$ cat src/rtl/nchw_to_nhwc_transpose_top_macros.svh
`ifndef NCHW_TO_NHWC_TRANSPOSE_TOP_MACROS_SVH
`define NCHW_TO_NHWC_TRANSPOSE_TOP_MACROS_SVH

// Same-cycle implication, disabled during reset
`define NN_ASSERT_NOW(lbl, ante, cons, msg) \
    lbl: assert property (@(posedge i_clk) disable iff (!i_rst_n) (ante) |-> (cons)) \
        else $error(msg);

// Next-cycle implication, disabled during reset
`define NN_ASSERT_NEXT(lbl, ante, cons, msg) \
    lbl: assert property (@(posedge i_clk) disable iff (!i_rst_n) (ante) |=> (cons)) \
        else $error(msg);

`endif

$ cat src/rtl/nchw_nhwc_pkg.sv
`timescale 1ns / 1ps
package nchw_nhwc_pkg;

    localparam int MAX_ELEMENTS_DEF = 4096;
    localparam int ELEMENT_BITS_DEF = 32;
    localparam int DIM_W            = 13;
    localparam int CNT_W            = 12;
    localparam int DATA_W           = 32;
    localparam int CFG_IDX_W        = 8;

    localparam logic [CFG_IDX_W-1:0] REG_BATCH   = 8'd0;
    localparam logic [CFG_IDX_W-1:0] REG_CHANNEL = 8'd1;
    localparam logic [CFG_IDX_W-1:0] REG_HEIGHT  = 8'd2;
    localparam logic [CFG_IDX_W-1:0] REG_WIDTH   = 8'd3;

    typedef enum logic [1:0] {
        ST_LOADED    = 2'd0,
        ST_DATA      = 2'd1,
        ST_NOT_READY = 2'd2,
        ST_SHAPE     = 2'd3
    } t_status;

    typedef enum logic {
        CMD_LOAD  = 1'b0,
        CMD_FETCH = 1'b1
    } t_cmd;

    typedef enum logic [1:0] {
        SQ_IDLE,
        SQ_HW,
        SQ_CHW,
        SQ_TOT
    } t_seq_state;

    typedef struct packed {
        logic busy;
        logic bad;
    } t_shape_stat;

endpackage

$ cat src/rtl/nchw_nhwc_shape.sv
`timescale 1ns / 1ps
module nchw_nhwc_shape #(
    parameter int MAX_ELEMENTS = nchw_nhwc_pkg::MAX_ELEMENTS_DEF
) (
    input  logic                                   i_clk,
    input  logic                                   i_rst_n,
    input  logic                                   i_restart,
    input  logic [nchw_nhwc_pkg::DIM_W-1:0]        i_dim_batch,
    input  logic [nchw_nhwc_pkg::DIM_W-1:0]        i_dim_channel,
    input  logic [nchw_nhwc_pkg::DIM_W-1:0]        i_dim_height,
    input  logic [nchw_nhwc_pkg::DIM_W-1:0]        i_dim_width,
    output nchw_nhwc_pkg::t_shape_stat             o_stat,
    output logic [$clog2(MAX_ELEMENTS+1):0]        o_hw,
    output logic [$clog2(MAX_ELEMENTS+1):0]        o_chw,
    output logic [$clog2(MAX_ELEMENTS+1):0]        o_total
);
    import nchw_nhwc_pkg::*;

    localparam int TW = $clog2(MAX_ELEMENTS+1) + 1;
    localparam int PW = TW + DIM_W;

    t_seq_state     r_state, n_state;
    logic [TW-1:0]  r_hw, n_hw;
    logic [TW-1:0]  r_chw, n_chw;
    logic [TW-1:0]  r_total, n_total;
    logic           r_bad, n_bad;
    logic [DIM_W-1:0] w_mul_a;
    logic [TW-1:0]  w_mul_b;
    logic [PW-1:0]  w_prod;
    logic           w_over;
    logic [TW-1:0]  w_sat;

    always_ff @(posedge i_clk) begin
        if (!i_rst_n) begin
            r_state <= SQ_HW;
            r_bad   <= 1'b0;
        end else begin
            r_state <= n_state;
            r_bad   <= n_bad;
        end
    end

    always_ff @(posedge i_clk) begin
        r_hw    <= n_hw;
        r_chw   <= n_chw;
        r_total <= n_total;
    end

    assign w_prod = PW'(w_mul_a) * PW'(w_mul_b);
    assign w_over = w_prod > PW'(MAX_ELEMENTS);
    assign w_sat  = w_over ? TW'(MAX_ELEMENTS + 1) : w_prod[TW-1:0];

    always_comb begin
        n_state = r_state;
        n_hw    = r_hw;
        n_chw   = r_chw;
        n_total = r_total;
        n_bad   = r_bad;
        w_mul_a = i_dim_height;
        w_mul_b = TW'(i_dim_width);
        case (r_state)
            SQ_IDLE: begin
                n_state = SQ_IDLE;
            end
            SQ_HW: begin
                n_hw    = w_sat;
                n_state = SQ_CHW;
            end
            SQ_CHW: begin
                w_mul_a = i_dim_channel;
                w_mul_b = r_hw;
                n_chw   = w_sat;
                n_state = SQ_TOT;
            end
            SQ_TOT: begin
                w_mul_a = i_dim_batch;
                w_mul_b = r_chw;
                n_total = w_sat;
                n_bad   = w_over || (w_prod == '0);
                n_state = SQ_IDLE;
            end
            default: begin
                n_state = SQ_IDLE;
            end
        endcase
        if (i_restart) begin
            n_state = SQ_HW;
        end
    end

    assign o_stat.busy = (r_state != SQ_IDLE);
    assign o_stat.bad  = r_bad;
    assign o_hw        = r_hw;
    assign o_chw       = r_chw;
    assign o_total     = r_total;

endmodule

$ cat config.mk
export PLATFORM = sky130hd
export DESIGN_NAME = nchw_nhwc_shape
export DESIGN_NICKNAME = d
export VERILOG_FILES = /design/src/rtl/nchw_to_nhwc_transpose_top_macros.svh /design/src/rtl/nchw_nhwc_pkg.sv /design/src/rtl/nchw_nhwc_shape.sv
export SDC_FILE = /design/constraint.sdc
export NUM_CORES = 1
export LEC_CHECK = 0
export ABC_AREA = 1
export ABC_CLOCK_PERIOD_IN_PS = 8700
export BUFFER_PORTS_ARGS = -buffer_cell sky130_fd_sc_hd__buf_4
export CORE_ASPECT_RATIO = 1.5
export CORE_MARGIN = 4
export CORE_UTILIZATION = 60
export DETAILED_ROUTE_END_ITERATION = 8
export PLACE_DENSITY = 0.86
export SYNTH_ARGS = -nofsm -noshare
export SYNTH_HDL_FRONTEND = slang
export SYNTH_SLANG_ARGS = --single-unit
$ cat constraint.sdc
create_clock -name i_clk -period 8.7 [get_ports i_clk]
set_clock_uncertainty 0.2 [all_clocks]
set_input_delay 0.87 -clock i_clk [delete_from_list [all_inputs] [get_ports i_clk]]
set_output_delay 0.87 -clock i_clk [all_outputs]
set_load 0.03 [all_outputs]
==> impl.org <==
** Routing
- For this run, the detailed router's first-pass iteration total came to 6.
- For this run, design rule violations remaining after detail routing come to 0.
- Number of DRC markers in iteration 0 :: between 500 and 600
- The final layout contains routed wiring with a total length of approximately 24,000 µm.
- Using the TritonRoute via totals, the vias-per-cell ratio works out to approximately 5.5.
- After detailed routing, the average wire length per cell comes to approximately 17 µm.
- The routed layout has approximately 7,700 vias.
- Final ANT Viol Nets :: 0

** Clock tree
- Number of buffers inserted by hold repair at cts :: 0
- Post-CTS timing repair inserted 0 buffers for setup.
- Level count of the clock H-tree :: 2
- Resized cells post-CTS :: 0
- Clock tree from TritonCTS :: built
- Clk_lat worst skew :: ~0.29 ns
- CTS saw 45 sinks.
- Worst-path clk slew :: ~0.06 ns
- Worst-case clock buffer depth :: 2
- Total clock buffers created by CTS :: 5
- Clk root buf :: clkbuf_16

** Critical path
- Number of cell instances on the worst register-to-register path :: 26
- Crit path required time :: ~8.5 ns
- Classification of the worst setup path :: flop to flop
- Arrival @ worst endpoint :: 7.50 ns
- The worst register-to-register path begins at r_state[0].
- Minimum setup slack among reg-to-reg paths :: 1.04 ns
- The worst setup path is captured at a flop.
- Peak fanout along the critical path :: 26
- Type of element launching the critical path :: flop
- The worst register-to-register path ends at o_chw[9].

** GRT
- Pin count of the biggest net entering global routing :: between 40 and 50
- Number of global-route vias before repair :: between 8,000 and 9,000
- Number of antenna violations at the first check in global routing :: 0
- Total routing resource utilization after global routing :: a little under a third
- Congestion Overflow GR :: 0
- Wire length of the first global-routing pass :: 39,250 µm

** Status
- Result of the run :: complete, no violations

** Floorplanning
- In this run the count of I/O pins placed on the die edge is 99.
- From left edge to right edge, the die measures approximately 110 µm.
- Core area :: 14,060 µm²
- Row generation in the floorplan step produced 53 rows.
- The die covers around 16,000 µm².
- Effective utilization at floorplan :: 61.25%
- Overall die height :: 154.7 µm

** Finish
- The multi-input combinational cells in the finished layout cover a total of around 6000 µm².
- Filler cell count in the final layout :: between 1,000 and 1,500
- From synthesis to final layout, the design area changed by 12.06%.
- Cells with a size suffix above 1 make up 11.29% of the layout.
- Sequential cell area in the final layout :: 1321 µm²
- The repair_antennas step left the layout with diodes totalling 0.
- The library cell used most frequently in the layout, excluding fill and tap cells, is nand2_1.
- The top cell types in the final layout, fill and taps aside, are 354 x nand2_1, 303 x inv_1, 132 x fa_1, 103 x buf_4, 75 x ha_1.
- Final net count :: between 1,000 and 1,500

** Logic synthesis
- Summing the sequential cell areas from Yosys gives between 10% and 20% of the chip area.
- After synthesis the cells add up to around 8600 µm².
- Total number of yosys warnings :: 0
- #FFs+latches synth :: 45
- Gate count after technology mapping :: 1,136
- Synth cell types :: 38
- Count of flip-flops with a built-in enable after synthesis :: 42
- Flip-flop cell with the highest count after synthesis :: edfxtp_1
- Share of synthesized registers carrying an async set or reset :: 0%
- Dividing the synthesized area by the synthesized cell count gives ~7.6 µm².

** Timing
- Derived from the worst setup path, the maximum achievable clock frequency is approximately 0.13 GHz.
- Final setup fails :: 0
- Worst slew slack as a fraction of its limit :: a little over 40%
- Actual slew at the worst max-slew pin :: 0.8816 ns
- After layout, the worst path uses a little under 90% of the clock period.
- Setup_tns :: 0 ns
- Total count of max-transition violations in the final report :: 0
- Setup repair after global routing left no endpoint under its margin.
- After layout, the minimum clock period comes to 7.656 ns.
- The hold violation count in the final report is 0.

** Job
- Across the run, the number of max-cap violations was 0.

** Worst hold path
- The path with the worst hold slack has its endpoint at r_bad.
- Worst min-delay path startpoint :: r_bad
- The tightest min-delay check is of the flop to flop type.
- The worst hold path passes through 4 cells.

** Placement
- The wire-length estimate of the detail-placed layout is slightly below 20,000 µm.
- In this run the tool buffered the top-level ports with 98 buffer cells.
- The congestion estimate from routability-driven global placement came to around 1.0.
[critical path, cell delays in order (launching register included)]
cell	delay, ns
dfxtp_1	0.36
inv_1	0.09
ha_2	0.21
nor2_4	0.53
nand2_1	0.11
nand3_1	0.65
nand2_1	0.19
fa_1	0.57
inv_1	0.05
fa_1	0.50
inv_1	0.05
fa_1	0.44
fa_1	0.54
inv_1	0.06
fa_1	0.50
ha_1	0.40
a21oi_1	0.35
nand2_1	0.18
a21oi_1	0.19
nand2_1	0.10
nand2_1	0.10
nand2_1	0.06
nand2_1	0.07
nand2_1	0.05
nor2_1	0.13
nand3_1	0.27
nor3_1	0.45
[through the flow]
| stage | setup WS [ns] | cells | utilization, % | hold slack (ns) | cell area (µm²) |
|---|---|---|---|---|---|
| 2_1_floorplan | 1.936 | 1138 | - | 0.3304 | 8618 |
| 3_3_place_gp | 1.398 | 1397 | 67.39 | 0.3466 | 9474 |
| 3_5_place_dp | 1.219 | 1397 | 67.39 | 0.3543 | 9474 |
| 4_1_cts | 1.204 | 1405 | 68.64 | 0.3788 | 9649 |
| 5_1_grt | 0.6847 | 1405 | 68.64 | 0.4233 | 9649 |
| 6_report | 1.044 | 1405 | 68.64 | 0.3694 | 9649 |
[cells by family (layout without fill, tap and decap cells)]
kind of cell	count (synthesis)	after routing	synth area share [%]
other	1	3	0.04355
xor gates and xnor gates	5	5	0.5087
and+or+nand+nor	490	490	23.80
adders and majority gates	209	209	41.88
AOI/OAI and AO/OA	46	46	3.284
DFF	45	45	15.34
buffers and inverters	340	415	15.14
[layout make-up]
class,count,share of cell area [%]
timing repair buffer,103,8.013
clock buffer,5,1.297
multi-input combinational,753,62.16
clock inverter,3,0.5187
sequential,45,13.69
tap,192,2.490
inverter,304,11.83
[per-layer routing]
| metal | vias to the layer above | global-route usage (%) | routed length, µm |
|---|---|---|---|
| met5 | - | 0 | 0 |
| met4 | 0 | 15.25 | 1511 |
| met3 | 123 | 5.887 | 2182 |
| met2 | 452 | 54.68 | 12290 |
| met1 | 3678 | 33.84 | 7988 |
| li1 | 3485 | - | - |
[synth_stat cells (4+ instances only)]
cell type,instances,area (µm²)
ha_1,77,963.4
o21ai_0,6,30.03
clkbuf_1,31,116.4
nor2_2,4,25.02
inv_1,303,1137
nor3_1,9,45.04
a21oi_1,25,125.1
nand4_1,7,43.79
and3_1,6,37.54
fa_1,132,2643
nand3b_1,6,45.04
nand3_1,41,205.2
nor2_1,45,168.9
a22o_1,7,61.31
edfxtp_1,42,1261
nand3_2,5,50.05
nand2_1,354,1329
nand2_2,7,43.79
[how the worst max path moves through the flow]
stage                    start         to  slack [ns]  cells past startpoint
global placement    r_state[0]   o_chw[8]        1.40                     26
detailed placement  r_state[0]    o_hw[9]        1.22                     26
CTS                 r_state[0]   o_chw[8]        1.20                     26
finish              r_state[0]   o_chw[9]        1.04                     26
global route        r_state[0]   o_chw[8]        0.68                     26
floorplan           r_state[0]  o_chw[12]        1.94                     32
[flip-flops by register name, summed over array words and instances (netlist names)]
register and count:
o_hw 14, r_state 2, o_chw 14, o_total 14
r_bad 1
Power is not shown: default switching activity piles up to over one toggle a cycle in this logic, so the estimate is an artifact.
